==> config.mk <==
export PLATFORM = sky130hd
export DESIGN_NAME = ttf_queue
export DESIGN_NICKNAME = d
export VERILOG_FILES = /design/src/hdl/ttf_pkg.sv /design/src/hdl/ttf_queue.sv
export SDC_FILE = /design/constraint.sdc
export NUM_CORES = 1
export LEC_CHECK = 0
export BUFFER_PORTS_ARGS = -buffer_cell sky130_fd_sc_hd__buf_4
export CAP_MARGIN = 30
export CORE_AREA = 3 3 259 261
export CTS_CLUSTER_SIZE = 12
export DETAILED_ROUTE_END_ITERATION = 10
export DIE_AREA = 0 0 262 264
export GPL_TIMING_DRIVEN = 1
export HOLD_SLACK_MARGIN = 0.15
export PLACE_DENSITY = 0.63
export RECOVER_POWER = 50
export SYNTH_ARGS = -nofsm -noshare
export SYNTH_HDL_FRONTEND = slang
export SYNTH_SLANG_ARGS = --single-unit
==> constraint.sdc <==
create_clock -name clk -period 12.22 [get_ports clk]
set_clock_uncertainty 0.2 [all_clocks]
set_input_delay 2.444 -clock clk [delete_from_list [all_inputs] [get_ports clk]]
set_output_delay 2.444 -clock clk [all_outputs]
set_load 0.005 [all_outputs]
==> src/hdl/ttf_pkg.sv <==
// shared types and constants for the triangle tangent frame block
package ttf_pkg;

  localparam int unsigned DATA_W  = 32;          // Q16.16 input and Q2.30 output width
  localparam int unsigned DIFF_W  = DATA_W + 1;  // difference of two inputs
  localparam int unsigned PROD_W  = 2 * DIFF_W;  // signed product
  localparam int unsigned COMP_W  = PROD_W + 1;  // difference of two products
  localparam int unsigned MAG_W   = PROD_W;      // magnitude of a component
  localparam int unsigned NORM_W  = 31;          // normalized magnitude width
  localparam int unsigned ROOT_W  = 32;
  localparam int unsigned SUM_W   = 64;
  localparam int unsigned REM_W   = ROOT_W + 4;
  localparam int unsigned STEPS   = 4;           // result bits per cycle in root and divide
  localparam int unsigned ITERS   = ROOT_W / STEPS;

  typedef logic signed [DIFF_W-1:0] diff_t;
  typedef logic signed [DATA_W-1:0] word_t;

  // edge vectors and texture deltas of one triangle
  typedef struct packed {
    diff_t e1x;
    diff_t e1y;
    diff_t e1z;
    diff_t e2x;
    diff_t e2y;
    diff_t e2z;
    diff_t du1;
    diff_t dv1;
    diff_t du2;
    diff_t dv2;
  } tri_t;

endpackage

==> src/hdl/ttf_queue.sv <==
// two-entry queue of triangles between front and back
module ttf_queue (
  input  logic            clk,
  input  logic            rst_n,
  input  logic            wr_valid,
  output logic            wr_ready,
  input  ttf_pkg::tri_t   wr_data,
  output logic            rd_valid,
  input  logic            rd_ready,
  output ttf_pkg::tri_t   rd_data
);

  ttf_pkg::tri_t mem_r [0:1];
  logic          wr_ptr_r;
  logic          rd_ptr_r;
  logic [1:0]    cnt_r;
  logic          do_wr;
  logic          do_rd;

  assign wr_ready = (cnt_r != 2'd2);
  assign rd_valid = (cnt_r != 2'd0);
  assign rd_data  = mem_r[rd_ptr_r];
  assign do_wr    = wr_valid && wr_ready;
  assign do_rd    = rd_valid && rd_ready;

  always_ff @(posedge clk) begin
    if (!rst_n) begin
      wr_ptr_r <= 1'b0;
      rd_ptr_r <= 1'b0;
      cnt_r    <= 2'd0;
    end else begin
      if (do_wr) wr_ptr_r <= !wr_ptr_r;
      if (do_rd) rd_ptr_r <= !rd_ptr_r;
      if (do_wr && !do_rd) begin
        cnt_r <= cnt_r + 2'd1;
      end else if (do_rd && !do_wr) begin
        cnt_r <= cnt_r - 2'd1;
      end
    end
  end

  always_ff @(posedge clk) begin
    if (do_wr) mem_r[wr_ptr_r] <= wr_data;
  end

`ifndef NO_ASSERTIONS
  a_cnt_range: assert property (@(posedge clk) disable iff (!rst_n) cnt_r != 2'd3)
    else $error("queue count out of range");
  a_ptr_gap: assert property (@(posedge clk) disable iff (!rst_n)
    (cnt_r == 2'd1) |-> (wr_ptr_r != rd_ptr_r))
    else $error("queue pointers disagree with count");
  a_full_ptrs: assert property (@(posedge clk) disable iff (!rst_n)
    (cnt_r != 2'd1) |-> (wr_ptr_r == rd_ptr_r))
    else $error("queue pointers disagree with count");
`endif

endmodule

==> results.ini <==
[global_route]
grt_overflow_total=0
first_global_vias=13200
grt.total_usage_pct=16.4
antenna_found_initial=16
grt_max_degree=161
grt_pass1_wl_um=83700

[clocking]
ctsRootBufferMaster=clkbuf_16
cts_inserted_buffers=73
post_cts_buffers=0
cts_hold_buf=0
ctsLongestPathBuffers=3
cts_sinks=665
cts_tree=done
worst_skew_pair.late_latency_ps=590
clkSlewWorstSetupHoldPaths_ps=60
h-tree-depth=3
cts_resized=0

[timing]
fin_crit_ps=6340
worst_pin_slew_ps=2250
fmax_mhz=158
finalSetupViolCount=0
fin_hold_ws_ps=383
min_period_over_period_pct=51.9
relSlewSlack_pct=-49.9
fin_setup_tns_ps=0
slew_viol_final=36
hold_viol=0
rsz0062_at_grt=false

[layout]
nets=2102
fill_cells=5388
final_area_mm2=0.0331
drive_gt1_share_pct=55.7
final_core_util_pct=51.2
areaGrowthSynthToFinish_pct=29.5

[synthesis]
synth-seq-cells=665
yosysSeqAreaShare_pct=77.8
async_reset_ff_share_pct=0
ys_types=22
synth.largest_area_cell=edfxtp_1
synth_top_cell_area_share_pct=77.4
ys.flop_type=edfxtp_1
postSynthAreaPerCell_um2=24.3
yosys_warnings=0
synth_cells=1051
synth_edf_count=660
syn_area_mm2=0.0256
synth_area_leaders=edfxtp_1 (77%), mux2_4 (18%), buf_12 (2.6%)
yosys-top-cells-count=edfxtp_1 (660), mux2_4 (300), buf_12 (33)
synth_most_common_cell=edfxtp_1
synth_fp_nets=1386

[die]
start_util_pct=39.6
die_height_um=264
fp.dieW_um=262
coreArea_mm2=0.0647
io_pins=666
dieArea_mm2=0.0692
rows=93

[outcome]
violations=max-capacitance violations, max-slew violations
outcome=complete, but fails checks

[pwr]
p_per_area_mw_per_mm2=207
p_leak_nw=12.5
vdd_ir_drop_max_mv=0.220
power_mw=6.86

[placement]
place.gp.congestion=0.788
dpl.hpwl_um=40500
io_buffers=665
postPlaceCellArea_mm2=0.0312

[routing]
viasPerCell=4.64
vias=12500
dr.pass1.iters=6
routedWlPerCell_um=21.7
drt_iter0_drc=651
post-route-drc-count=0
antenna_left=0
drt-total-wl_um=58400

[setup_path]
cp_top_family=buffers and inverters
cp_cell_sequence=buf_4 -> buf_12 -> mux2_4 -> buf_4
critPathMaxStageDelay_ps=850
cp_num_buf_inv=3
end_kind=output port
critPathArrivalTime_ps=3700
crit_required_ps=9580
crit_slowest_cell=dfxtp_4
path_class=flip-flop to output port
critical_path.max_fanout=110
cp_common_cell=buf_4
cp-start-kind=flip-flop

[flow_run]
max_cap_viol_count=1

[min_path]
min_path_type=flip-flop to flip-flop

[per-stage QoR]
step	worst slack (ps)	cells
after global placement	6150	2543
after global routing	5480	2682
after detailed placement	6460	2546
after CTS	5800	2670
after floorplan	1290	1051
final	5880	2688
[power breakdown]
group,internal [mW],switching (mW),total (mW)
Sequential,2.85,0.0899,2.94
Combinational,1.05,0.772,1.82
Clock,1.25,0.847,2.10
[layer usage]
metal | part of all wire (%) | GRT usage [%] | vias to the layer above
met5 | 0 | 0 | -
met4 | 2.9 | 6.91 | 0
met3 | 9.1 | 6.13 | 93
met2 | 53 | 28.5 | 423
met1 | 35 | 17.9 | 6275
li1 | - | - | 5690
[cell type report]
class / count / area, um2 / area share, %
repair buffers: 678 / 4820 / 14.5
clock buffers: 95 / 1980 / 5.98
inverters: 1 / 11.3 / 0.0340
clock inverters: 29 / 314 / 0.947
diodes: 17 / 42.5 / 0.128
multi-input cells: 348 / 4980 / 15.0
well taps: 855 / 1070 / 3.23
flip-flops and latches: 665 / 19900 / 60.1
[worst min-delay path, stage by stage, from the launching register on]
cell,delay [ps]
dfxtp_1,350
o21ai_0,90
a21boi_0,90
[cell families after synthesis]
group           synth area share [%]
compound gates                 0.137
buf+inv                         2.70
fa+ha+maj                     0.0489
flops                           77.8
simple gates                   0.254
xor+xnor                       0.103
mux                             18.9
[cell usage in the layout, fill, tap and decap left out]
master and count:
a21bo_2 1, a21boi_0 2, and2_0 2, and2_1 2
and3_1 1, buf_1 1, buf_12 5, buf_16 2
buf_4 339, bufinv_16 5, clkbuf_1 116, clkbuf_16 76
clkbuf_4 233, clkbuf_8 1, clkinv_1 9, clkinv_2 9
clkinv_4 1, clkinv_8 3, clkinvlp_4 1, dfxtp_1 4
dfxtp_4 1, diode_2 17, edfxtp_1 660, ha_1 1
inv_16 1, inv_8 1, mux2_2 30, mux2_4 300
nand2b_4 1, nand3b_1 1, o21ai_0 2, or2_2 1
or3_1 1, xnor2_1 2, xor2_1 1
[worst paths after layout]
check / cells past startpoint / slack [ps] / end / start
worst max-delay path: 4 / 5880 / rd_data[133] / flip-flop
worst min-delay path: 2 / 380 / cnt_r[1] / cnt_r[1]
worst max register to register: 5 / 7360 / mem_r[1][73] / cnt_r[0]
worst min register to register: 2 / 380 / cnt_r[1] / cnt_r[1]
[sequential cells by signal, summed over array words and instances (netlist names), named ones only]
name and count:
mem_r 660, cnt_r 2, rd_ptr_r 1, wr_ptr_r 1
No activity file was read; power rests on OpenSTA's default activity.
