--- config.mk ---
export PLATFORM = sky130hd
export DESIGN_NAME = ttf_front_flat
export DESIGN_NICKNAME = d
export VERILOG_FILES = /design/src/hdl/ttf_pkg.sv /design/src/hdl/ttf_if.sv /design/src/hdl/ttf_front.sv /design/src/flat_wrapper.sv
export SDC_FILE = /design/constraint.sdc
export NUM_CORES = 1
export LEC_CHECK = 0
export BUFFER_PORTS_ARGS = -buffer_cell sky130_fd_sc_hd__clkbuf_2
export CAP_MARGIN = 20
export CORE_MARGIN = 1.5
export CORE_UTILIZATION = 45
export CTS_CLUSTER_DIAMETER = 40
export CTS_CLUSTER_SIZE = 20
export DETAILED_ROUTE_END_ITERATION = 10
export GPL_ROUTABILITY_DRIVEN = 0
export PLACE_DENSITY = 0.67
export SYNTH_ARGS = -nofsm -noshare
export SYNTH_HDL_FRONTEND = slang
export SYNTH_SLANG_ARGS = --single-unit
--- constraint.sdc ---
create_clock -name clk -period 25.6 [get_ports clk]
set_input_delay 1.28 -clock clk [delete_from_list [all_inputs] [get_ports clk]]
set_output_delay 1.28 -clock clk [all_outputs]
set_load 0.005 [all_outputs]
--- src/hdl/ttf_pkg.sv ---
// shared types and constants for the triangle tangent frame block
package ttf_pkg;

  localparam int unsigned DATA_W  = 32;          // Q16.16 input and Q2.30 output width
  localparam int unsigned DIFF_W  = DATA_W + 1;  // difference of two inputs
  localparam int unsigned PROD_W  = 2 * DIFF_W;  // signed product
  localparam int unsigned COMP_W  = PROD_W + 1;  // difference of two products
  localparam int unsigned MAG_W   = PROD_W;      // magnitude of a component
  localparam int unsigned NORM_W  = 31;          // normalized magnitude width
  localparam int unsigned ROOT_W  = 32;
  localparam int unsigned SUM_W   = 64;
  localparam int unsigned REM_W   = ROOT_W + 4;
  localparam int unsigned STEPS   = 4;           // result bits per cycle in root and divide
  localparam int unsigned ITERS   = ROOT_W / STEPS;

  typedef logic signed [DIFF_W-1:0] diff_t;
  typedef logic signed [DATA_W-1:0] word_t;

  // edge vectors and texture deltas of one triangle
  typedef struct packed {
    diff_t e1x;
    diff_t e1y;
    diff_t e1z;
    diff_t e2x;
    diff_t e2y;
    diff_t e2z;
    diff_t du1;
    diff_t dv1;
    diff_t du2;
    diff_t dv2;
  } tri_t;

endpackage

--- src/hdl/ttf_if.sv ---
// channel interfaces for vertices in and tangent frames out
interface ttf_in_if;
  logic                 valid;
  logic                 ready;
  ttf_pkg::word_t       pos_x;
  ttf_pkg::word_t       pos_y;
  ttf_pkg::word_t       pos_z;
  ttf_pkg::word_t       tex_u;
  ttf_pkg::word_t       tex_v;
  modport source (output valid, pos_x, pos_y, pos_z, tex_u, tex_v, input ready);
  modport sink   (input valid, pos_x, pos_y, pos_z, tex_u, tex_v, output ready);
endinterface


--- src/hdl/ttf_front.sv ---
// front end: collects three vertices and forms edge and texture deltas
module ttf_front (
  input  logic            clk,
  input  logic            rst_n,
  ttf_in_if.sink          in_vtx,
  output logic            push_valid,
  input  logic            push_ready,
  output ttf_pkg::tri_t   push_data
);

  logic [1:0]        phase_r;
  ttf_pkg::word_t    p0x_r, p0y_r, p0z_r, p1x_r, p1y_r, p1z_r;
  ttf_pkg::word_t    u0_r, v0_r, u1_r, v1_r;
  logic              third;
  logic              xfer;

  assign third        = (phase_r == 2'd2);
  assign in_vtx.ready = !third || push_ready;
  assign push_valid   = in_vtx.valid && third;
  assign xfer         = in_vtx.valid && in_vtx.ready;

  function automatic ttf_pkg::diff_t sub(input ttf_pkg::word_t a, input ttf_pkg::word_t b);
    sub = ttf_pkg::diff_t'({a[31], a}) - ttf_pkg::diff_t'({b[31], b});
  endfunction

  always_comb begin
    push_data.e1x = sub(p1x_r, p0x_r);
    push_data.e1y = sub(p1y_r, p0y_r);
    push_data.e1z = sub(p1z_r, p0z_r);
    push_data.e2x = sub(in_vtx.pos_x, p0x_r);
    push_data.e2y = sub(in_vtx.pos_y, p0y_r);
    push_data.e2z = sub(in_vtx.pos_z, p0z_r);
    push_data.du1 = sub(u1_r, u0_r);
    push_data.dv1 = sub(v1_r, v0_r);
    push_data.du2 = sub(in_vtx.tex_u, u0_r);
    push_data.dv2 = sub(in_vtx.tex_v, v0_r);
  end

  always_ff @(posedge clk) begin
    if (!rst_n) begin
      phase_r <= 2'd0;
    end else if (xfer) begin
      if (third) begin
        phase_r <= 2'd0;
      end else if (phase_r == 2'd1) begin
        phase_r <= 2'd2;
      end else begin
        phase_r <= 2'd1;
      end
    end
  end

  always_ff @(posedge clk) begin
    if (xfer && !third) begin
      if (phase_r == 2'd1) begin
        p1x_r <= in_vtx.pos_x;
        p1y_r <= in_vtx.pos_y;
        p1z_r <= in_vtx.pos_z;
        u1_r  <= in_vtx.tex_u;
        v1_r  <= in_vtx.tex_v;
      end else begin
        p0x_r <= in_vtx.pos_x;
        p0y_r <= in_vtx.pos_y;
        p0z_r <= in_vtx.pos_z;
        u0_r  <= in_vtx.tex_u;
        v0_r  <= in_vtx.tex_v;
      end
    end
  end

endmodule

--- src/flat_wrapper.sv ---
// flat-port wrapper written by rule: the top's interface ports become plain ports
module ttf_front_flat 
  (clk, rst_n, push_valid, push_ready, push_data, in_vtx_valid, in_vtx_pos_x, in_vtx_pos_y, in_vtx_pos_z, in_vtx_tex_u, in_vtx_tex_v, in_vtx_ready);
  ttf_in_if in_vtx_i ();
  input  logic clk;
  input  logic rst_n;
  output logic push_valid;
  input  logic push_ready;
  output ttf_pkg::tri_t push_data;
  input wire logic [$bits(in_vtx_i.valid)-1:0] in_vtx_valid;
  input wire logic [$bits(in_vtx_i.pos_x)-1:0] in_vtx_pos_x;
  input wire logic [$bits(in_vtx_i.pos_y)-1:0] in_vtx_pos_y;
  input wire logic [$bits(in_vtx_i.pos_z)-1:0] in_vtx_pos_z;
  input wire logic [$bits(in_vtx_i.tex_u)-1:0] in_vtx_tex_u;
  input wire logic [$bits(in_vtx_i.tex_v)-1:0] in_vtx_tex_v;
  output wire logic [$bits(in_vtx_i.ready)-1:0] in_vtx_ready;
  assign in_vtx_i.valid = in_vtx_valid;
  assign in_vtx_i.pos_x = in_vtx_pos_x;
  assign in_vtx_i.pos_y = in_vtx_pos_y;
  assign in_vtx_i.pos_z = in_vtx_pos_z;
  assign in_vtx_i.tex_u = in_vtx_tex_u;
  assign in_vtx_i.tex_v = in_vtx_tex_v;
  assign in_vtx_ready = in_vtx_i.ready;
  ttf_front u_core (.clk(clk), .rst_n(rst_n), .in_vtx(in_vtx_i), .push_valid(push_valid), .push_ready(push_ready), .push_data(push_data));
endmodule
==> results of run 1 <==
==> path summary, 6_finish.rpt <==
path | slack, ns | to | startpoint
worst max-delay path | 19.75 | push_data[230] | in_vtx_pos_x[0]
worst min-delay path | 0.50 | u_core.phase_r[1]$_SDFFE_PN0P_ | u_core.phase_r[1]$_SDFFE_PN0P_
worst max register to register | 22.86 | u_core.v1_r[0]$_DFFE_PP_ | u_core.phase_r[0]$_SDFFE_PN0P_
worst min register to register | 0.50 | u_core.phase_r[1]$_SDFFE_PN0P_ | u_core.phase_r[1]$_SDFFE_PN0P_
==> worst max-delay path, delay by kind of cell <==
kind                     cells  cell delay [ns]
AND/OR/NAND/NOR              1             0.18
AO/OA/AOI/OAI                8             2.18
buffers and inverters        3             0.30
adder cells (fa/ha/maj)      2             0.62
==> metal layers <==
| metal | global-route usage | part of all wire | vias to the layer above |
|---|---|---|---|
| li1 | - | - | 11027 |
| met1 | 0.293 | 0.42 | 10575 |
| met2 | 0.398 | 0.47 | 678 |
| met3 | 0.0630 | 0.075 | 170 |
| met4 | 0.101 | 0.040 | 10 |
| met5 | 0 | 0.00089 | - |
==> cell type report <==
class,count,area [um^2],share of cell area
Antenna cell,7,17.5,0.000561
Clock buffer,61,1440,0.0461
Clock inverter,45,488,0.0156
Inverter,254,953,0.0305
Multi-Input combinational cell,2074,15200,0.488
Sequential cell,322,9650,0.309
Tap cell,756,946,0.0303
Timing Repair Buffer,500,2510,0.0805
==> report_power, final <==
group          internal, mW  switching (mW)
combinational         0.292           0.403
clock                 0.476           0.284
sequential            0.619         0.00854
==> cells in the final DEF, fill, tap and decap left out, types with 10 or more instances in the layout <==
| cell | n |
|---|---|
| sky130_fd_sc_hd__a2111oi_0 | 12 |
| sky130_fd_sc_hd__a211oi_1 | 23 |
| sky130_fd_sc_hd__a21boi_0 | 12 |
| sky130_fd_sc_hd__a21o_1 | 139 |
| sky130_fd_sc_hd__a21oi_1 | 248 |
| sky130_fd_sc_hd__a221o_1 | 10 |
| sky130_fd_sc_hd__a31oi_1 | 34 |
| sky130_fd_sc_hd__and2_1 | 15 |
| sky130_fd_sc_hd__and3_1 | 33 |
| sky130_fd_sc_hd__clkbuf_16 | 57 |
| sky130_fd_sc_hd__clkbuf_2 | 495 |
| sky130_fd_sc_hd__edfxtp_1 | 320 |
| sky130_fd_sc_hd__fa_1 | 10 |
| sky130_fd_sc_hd__ha_1 | 322 |
| sky130_fd_sc_hd__inv_1 | 254 |
| sky130_fd_sc_hd__nand2_1 | 155 |
| sky130_fd_sc_hd__nand2b_1 | 31 |
| sky130_fd_sc_hd__nand3_1 | 57 |
| sky130_fd_sc_hd__nand4_1 | 30 |
| sky130_fd_sc_hd__nor2_1 | 173 |
| sky130_fd_sc_hd__nor2b_1 | 47 |
| sky130_fd_sc_hd__nor3_1 | 45 |
| sky130_fd_sc_hd__o211ai_1 | 11 |
| sky130_fd_sc_hd__o21a_1 | 57 |
| sky130_fd_sc_hd__o21ai_0 | 127 |
| sky130_fd_sc_hd__o21bai_1 | 29 |
| sky130_fd_sc_hd__o31a_1 | 17 |
| sky130_fd_sc_hd__o31ai_1 | 17 |
| sky130_fd_sc_hd__or3_1 | 14 |
| sky130_fd_sc_hd__xnor2_1 | 178 |
| sky130_fd_sc_hd__xor2_1 | 81 |
==> kinds of logic (layout without fill, tap and decap cells) <==
group	after synthesis	in the layout
adders and majority gates	332	332
and+or+nand+nor	639	639
muxes	9	9
buffers and inverters	281	860
DFF	322	322
xor gates and xnor gates	259	259
other	0	7
AOI/OAI and AO/OA	835	835
==> through the flow <==
stage | std cells | total power [mW] | hold slack (ns)
floorplan | 2677 | 1.07 | 0.460
global route | 4019 | 2.19 | 0.522
detailed placement | 3906 | 1.33 | 0.493
global placement | 3906 | 1.32 | 0.471
finish | 4019 | 2.08 | 0.495
CTS | 4012 | 2.09 | 0.500
==> results.md, run 1 <==
| Metric | Value | Unit |
| --- | --- | --- |
| Result of the run | complete, no violations | - |
| Cell taking the most area after synthesis | sky130_fd_sc_hd__edfxtp_1 | - |
| Worst endpoint data arrival time | 4.57 | ns |
| Nature of the critical path startpoint | input pin | - |
| Total of warnings raised by yosys | 0 | - |
| Adder-cell share of the synthesized area | 0.163 | - |
| Dpl hpwl | 58.7 | mm |
| Final design area excluding fillers | 31,200 | um^2 |
| DRC violations left | 0 | - |
| Count of hold-fix buffers inserted at cts | 0 | - |
| H-tree depth reported by CTS | 2 | - |
| Number of global-route vias before repair | 21.8k | - |
| Combinational family with the most area after synthesis | compound AO/OA/AOI/OAI gates | - |
| Setup-violating endpoint count in the final report | 0 | - |
| Syn_area_per_cell | 9.69 | um^2 |
| Die outline width | 243 | um |
| Multiplexer fraction of the synthesized cell area | 0.00352 | - |
| Sequential area share after synthesis | 0.372 | - |
| Post-placement worst setup slack | 19.80 | ns |
| Portion of the clock cycle consumed by the worst path in the final layout | 0.228 | - |
| Max IR drop VDD | 0.0501 | mV |
| Worst Setup Slack, final | 19.75 | ns |
| Unrepaired setup endpoints after global routing | no | - |
| Antenna violations before repair | 12 | - |
| Post-synth design cell area | 25,900 | um^2 |
| Worst Tran Pin Value | 0.961 | ns |
| Detailed router's first-iteration violation count | 1,085 | - |
| Total negative slack | 0 | ns |
| Inserted Clock Buffers | 57 | - |
| Total core area | 56,700 | um^2 |
| Count of input and output buffers | 495 | - |
| Hold Path Class | flop to flop | - |
| Number of vias after detailed routing | 22.5k | - |
| Number of flops mapped to enable cells by yosys | 320 | - |
| Number of placement rows | 87 | - |
| Fraction of synthesis flops using an asynchronous set or reset pin | 0 | - |
| Simple-gate area share of the yosys netlist | 0.120 | - |
| Residual overflow from global routing | 0 | - |
| Highest attainable clock frequency | 0.171 | GHz |
| Wire length of the first global-routing pass | 114 | mm |
| Die height | 243 | um |
| Library cell with the highest instance count after synthesis | sky130_fd_sc_hd__ha_1 | - |
| Die area | 59,100 | um^2 |
| Final net count | 3,705 | - |
| Share of the synthesized area in compound gates (AO/OA/AOI/OAI) | 0.213 | - |
| Number of instances on the worst hold path | 2 | - |
| Total length of routed wires | 73.2 | mm |
| Crit path kind | input pin to primary output | - |
| Most area-consuming cells after synthesis | sky130_fd_sc_hd__edfxtp_1 37%, sky130_fd_sc_hd__ha_1 16%, sky130_fd_sc_hd__xnor2_1 6.0% | - |
| Area Overhead vs Synth | 20.5 | % |
| Sinks on Clock Net | 322 | - |
| Kind of capture point of the worst setup path | primary output | - |
| Largest stage delay on the critical path | 0.51 | ns |
| CTS-repair resized insts | 0 | - |
| Ports | 496 | - |
| CTS tree | done | - |
| Latest clock arrival within the worst-skew pair | 0.60 | ns |
| MaxCap Viol Count | 0 | - |
| Register-to-Register Path Depth | 4 | - |
| Post-CTS repair timing setup buffer count | 0 | - |
| Synth top cells by count | 322 x sky130_fd_sc_hd__ha_1, 320 x sky130_fd_sc_hd__edfxtp_1, 254 x sky130_fd_sc_hd__inv_1 | - |
| Initial cell density of the core | 0.457 | - |
| Leakage power total | 14.4 | nW |
| Post-DR vias/cell | 5.59 | - |
| Total power per unit cell area | 66.6 | nW/um^2 |
| Synthesized netlist net count | 3,173 | - |
| Filler Cells Inserted | 5,014 | - |
| Minimum period implied by the final worst setup slack | 5.85 | ns |
| Library cells used by synthesis | 81 | - |
| Clock-pin slew on the worst setup and hold paths | 0.05 | ns |
| Total Routing Usage GR | 0.239 | - |
| Slowest-stage cell, CP | sky130_fd_sc_hd__a221oi_2 | - |
| Critical-path cell list | clkbuf_2, inv_1, ha_1, fa_1, nand2b_1, a21oi_1, o21ai_1, a221oi_2, a41oi_1, o21ai_1, a221o_1, a31oi_1, a311o_1, clkbuf_2 | - |
| Largest fanout on the critical path | 4 | - |
| Share of the core filled with cells in the final layout | 0.551 | - |
| Residual antenna-violating net count after detailed routing | 0 | - |
| Bufs on Longest Clock Path | 3 | - |
| Clock root buffer master | sky130_fd_sc_hd__clkbuf_16 | - |
| Number of hold-slack violations in the final timing report | 0 | - |
| Share of final-layout standard cells stronger than drive strength 1 | 0.194 | - |
| Share of the synthesized netlist area taken by xor and xnor gates | 0.0875 | - |
| Pin count of the biggest net entering global routing | 66 | - |
| Clock skew | 0.00849 | ns |
| Yosys reg bits | 322 | - |
| First-pass iteration count of the detailed router | 5 | - |
| Most used flip-flop cell after synthesis | sky130_fd_sc_hd__edfxtp_1 | - |
| Cell area reported after detailed placement | 29,300 | um^2 |
| Top-area cell type share of the netlist area | 0.371 | - |
| Worst max-slew margin expressed relative to the limit | 0.359 | - |
| Data required time of the worst path | 24.32 | ns |
| Routed WL per cell | 18.2 | um |
| Max-slew violation count | 0 | - |
| Number of instances in the synthesized netlist | 2,677 | - |
(Power assumes the default switching activity.)
==> inputs of run 2 (changes only) <==
- PLACE_DENSITY: 0.67 -> 0.7
- clock period: 25.6 -> 4.9 ns (I/O delays scaled with it)
==> run 2 against run 1 <==
Critical path depth fell by 2. Via count increased by 1.8%. Clock power grew to 5.8 times the previous value. Register-to-register slack lost 20 ns. Worst setup slack lost 19 ns. Total power rose to 5.5 times the previous value. Clock-buffer cell count rose by 13. Global-route usage increased by 0.26 points. Sequential cell count unchanged. Critical path type is now flop to primary output. Critical endpoint is now push_data[130].
==> results.md, run 2 (synthesis results as in run 1) <==
| Metric | Value | Unit |
| --- | --- | --- |
| Result of the run | complete, no violations | - |
| Clock skew | 0.0146 | ns |
| Leakage power total | 15.3 | nW |
| Count of input and output buffers | 495 | - |
| Initial cell density of the core | 0.457 | - |
| Detailed router's first-iteration violation count | 1,333 | - |
| Minimum period implied by the final worst setup slack | 4.41 | ns |
| Worst max-slew margin expressed relative to the limit | 0.417 | - |
| Highest attainable clock frequency | 0.227 | GHz |
| Data required time of the worst path | 4.66 | ns |
| Portion of the clock cycle consumed by the worst path in the final layout | 0.899 | - |
| Area Overhead vs Synth | 28.1 | % |
| Residual antenna-violating net count after detailed routing | 0 | - |
| Total power per unit cell area | 345 | nW/um^2 |
| Worst Tran Pin Value | 0.864 | ns |
| Commonest non-fill, non-tap cells in the layout | 495 x sky130_fd_sc_hd__clkbuf_2, 320 x sky130_fd_sc_hd__ha_1, 320 x sky130_fd_sc_hd__edfxtp_1, 253 x sky130_fd_sc_hd__inv_1, 248 x sky130_fd_sc_hd__a21oi_1 | - |
| Clock-pin slew on the worst setup and hold paths | 0.05 | ns |
| Slowest-stage cell, CP | sky130_fd_sc_hd__o311ai_1 | - |
| Reg2Reg Capture Point | u_core.v0_r[29]$_DFFE_PP_ | - |
| Largest fanout on the critical path | 4 | - |
| Post-placement worst setup slack | 1.19 | ns |
| Origin of the critical flop-to-flop path | u_core.phase_r[1]$_SDFFE_PN0P_ | - |
| Critical-path cell list | inv_1, ha_1, nor2b_1, o31a_1, o311ai_1, a211oi_1, nor3_1, o31ai_1, a221o_1, a21oi_1, xnor2_1, clkbuf_2 | - |
| Residual overflow from global routing | 0 | - |
| Filler Cells Inserted | 4,911 | - |
| Sinks on Clock Net | 322 | - |
| Inserted Clock Buffers | 67 | - |
| Die height | 243 | um |
| Total core area | 56,700 | um^2 |
| First-pass iteration count of the detailed router | 5 | - |
| Number of placement rows | 87 | - |
| Unrepaired setup endpoints after global routing | no | - |
| Critical path's top delay family | compound AO/OA/AOI/OAI gates | - |
| DRC violations left | 0 | - |
| Stages on worst setup path | 12 | - |
| Largest stage delay on the critical path | 0.56 | ns |
| Dpl hpwl | 56.8 | mm |
| Kind of capture point of the worst setup path | primary output | - |
| Total length of routed wires | 73.5 | mm |
| Die outline width | 243 | um |
| Wire length of the first global-routing pass | 115 | mm |
| Number of hold-slack violations in the final timing report | 0 | - |
| Crit path kind | flop to primary output | - |
| Post-CTS repair timing setup buffer count | 0 | - |
| Share of the core filled with cells in the final layout | 0.586 | - |
| Total buffers and inverters traversed by the critical path | 2 | - |
| Final net count | 3,878 | - |
| Number of vias after detailed routing | 22.9k | - |
| Register-to-Register Path Depth | 4 | - |
| Post-DR vias/cell | 5.45 | - |
| MaxCap Viol Count | 0 | - |
| Hold Path Class | input pin to flop | - |
| Total Routing Usage GR | 0.242 | - |
| Worst setup slack for register-to-register paths | 2.95 | ns |
| Max IR drop VDD | 0.273 | mV |
| Routed WL per cell | 17.5 | um |
| Number of global-route vias before repair | 22.0k | - |
| Pin count of the biggest net entering global routing | 104 | - |
| Nature of the critical path startpoint | flop | - |
| Die area | 59,100 | um^2 |
| Worst endpoint data arrival time | 4.16 | ns |
| Crit path launch | u_core.u0_r[1]$_DFFE_PP_ | - |
| Worst Setup Slack, final | 0.493 | ns |
| Max-slew violation count | 0 | - |
| Antenna violations before repair | 10 | - |
| Latest clock arrival within the worst-skew pair | 0.60 | ns |
| Leading cell type in the layout, fill and taps excluded | sky130_fd_sc_hd__clkbuf_2 | - |
| Bufs on Longest Clock Path | 3 | - |
| Worst setup endpoint | push_data[130] | - |
| CTS tree | done | - |
| H-tree depth reported by CTS | 3 | - |
| Clock root buffer master | sky130_fd_sc_hd__clkbuf_16 | - |
| Share of final-layout standard cells stronger than drive strength 1 | 0.188 | - |
| Setup-violating endpoint count in the final report | 0 | - |
| Ports | 496 | - |
-- run 2: worst min path at each step --
stage | startpoint | end | depth (start not counted)
final | push_ready | u_core.phase_r[0]$_SDFFE_PN0P_ | 4
after global routing | push_ready | u_core.phase_r[0]$_SDFFE_PN0P_ | 4
after CTS | push_ready | u_core.phase_r[0]$_SDFFE_PN0P_ | 4
after detailed placement | in_vtx_pos_z[0] | u_core.p0z_r[0]$_DFFE_PP_ | 1
after global placement | in_vtx_pos_z[0] | u_core.p0z_r[0]$_DFFE_PP_ | 1
after floorplan | in_vtx_pos_x[0] | u_core.p0x_r[0]$_DFFE_PP_ | 0
-- run 2: power breakdown --
part,total [mW],switching [mW],internal (mW)
logic,3.75,2.13,1.62
clock network,4.44,1.64,2.79
registers,3.28,0.0446,3.23
total,11.5,3.82,7.65
-- run 2: routing by layer --
metal	global-route usage	vias up	wire length, um	share of wire
met5	0	-	78	0.0011
met3	0.0516	169	4920	0.067
met2	0.395	654	33700	0.46
met1	0.307	10643	31800	0.43
met4	0.109	14	2940	0.040
li1	-	11393	-	-
-- run 2: final cells by class --
class / count / area (um^2) / share of cell area
Multi-Input combinational cell: 2074 / 15300 / 0.459
Clock buffer: 74 / 1700 / 0.0513
Tap cell: 756 / 946 / 0.0285
Timing Repair Buffer: 663 / 4180 / 0.126
Inverter: 254 / 953 / 0.0287
Antenna cell: 5 / 12.5 / 0.000377
Sequential cell: 322 / 9650 / 0.291
Clock inverter: 48 / 504 / 0.0152
-- run 2: tightest hold or removal path: cells and delay by family --
kind                   cells  cell delay (ns)
AO/OA/AOI/OAI              1             0.07
buffers and inverters      1             0.07
AND/OR/NAND/NOR            2             0.28
-- run 2: what timing repair did --
action	4_1_cts	5_1_grt
resized for setup	0	0
endpoints found under the hold margin	322	0
hold buffers	163	0
-- run 2: through the flow --
| step | instances | area (um^2) | power [mW] | TNS [ns] | hold WS (ns) |
|---|---|---|---|---|---|
| 2_1_floorplan | 2677 | 26000 | 5.55 | -23.85 | 0.344 |
| 3_3_place_gp | 3906 | 29400 | 6.91 | 0 | 0.453 |
| 3_5_place_dp | 3906 | 29400 | 6.93 | 0 | 0.456 |
| 4_1_cts | 4191 | 33200 | 11.5 | 0 | 0.0883 |
| 5_1_grt | 4194 | 33200 | 12.0 | 0 | 0.153 |
| 6_report | 4196 | 33200 | 11.5 | 0 | 0.120 |
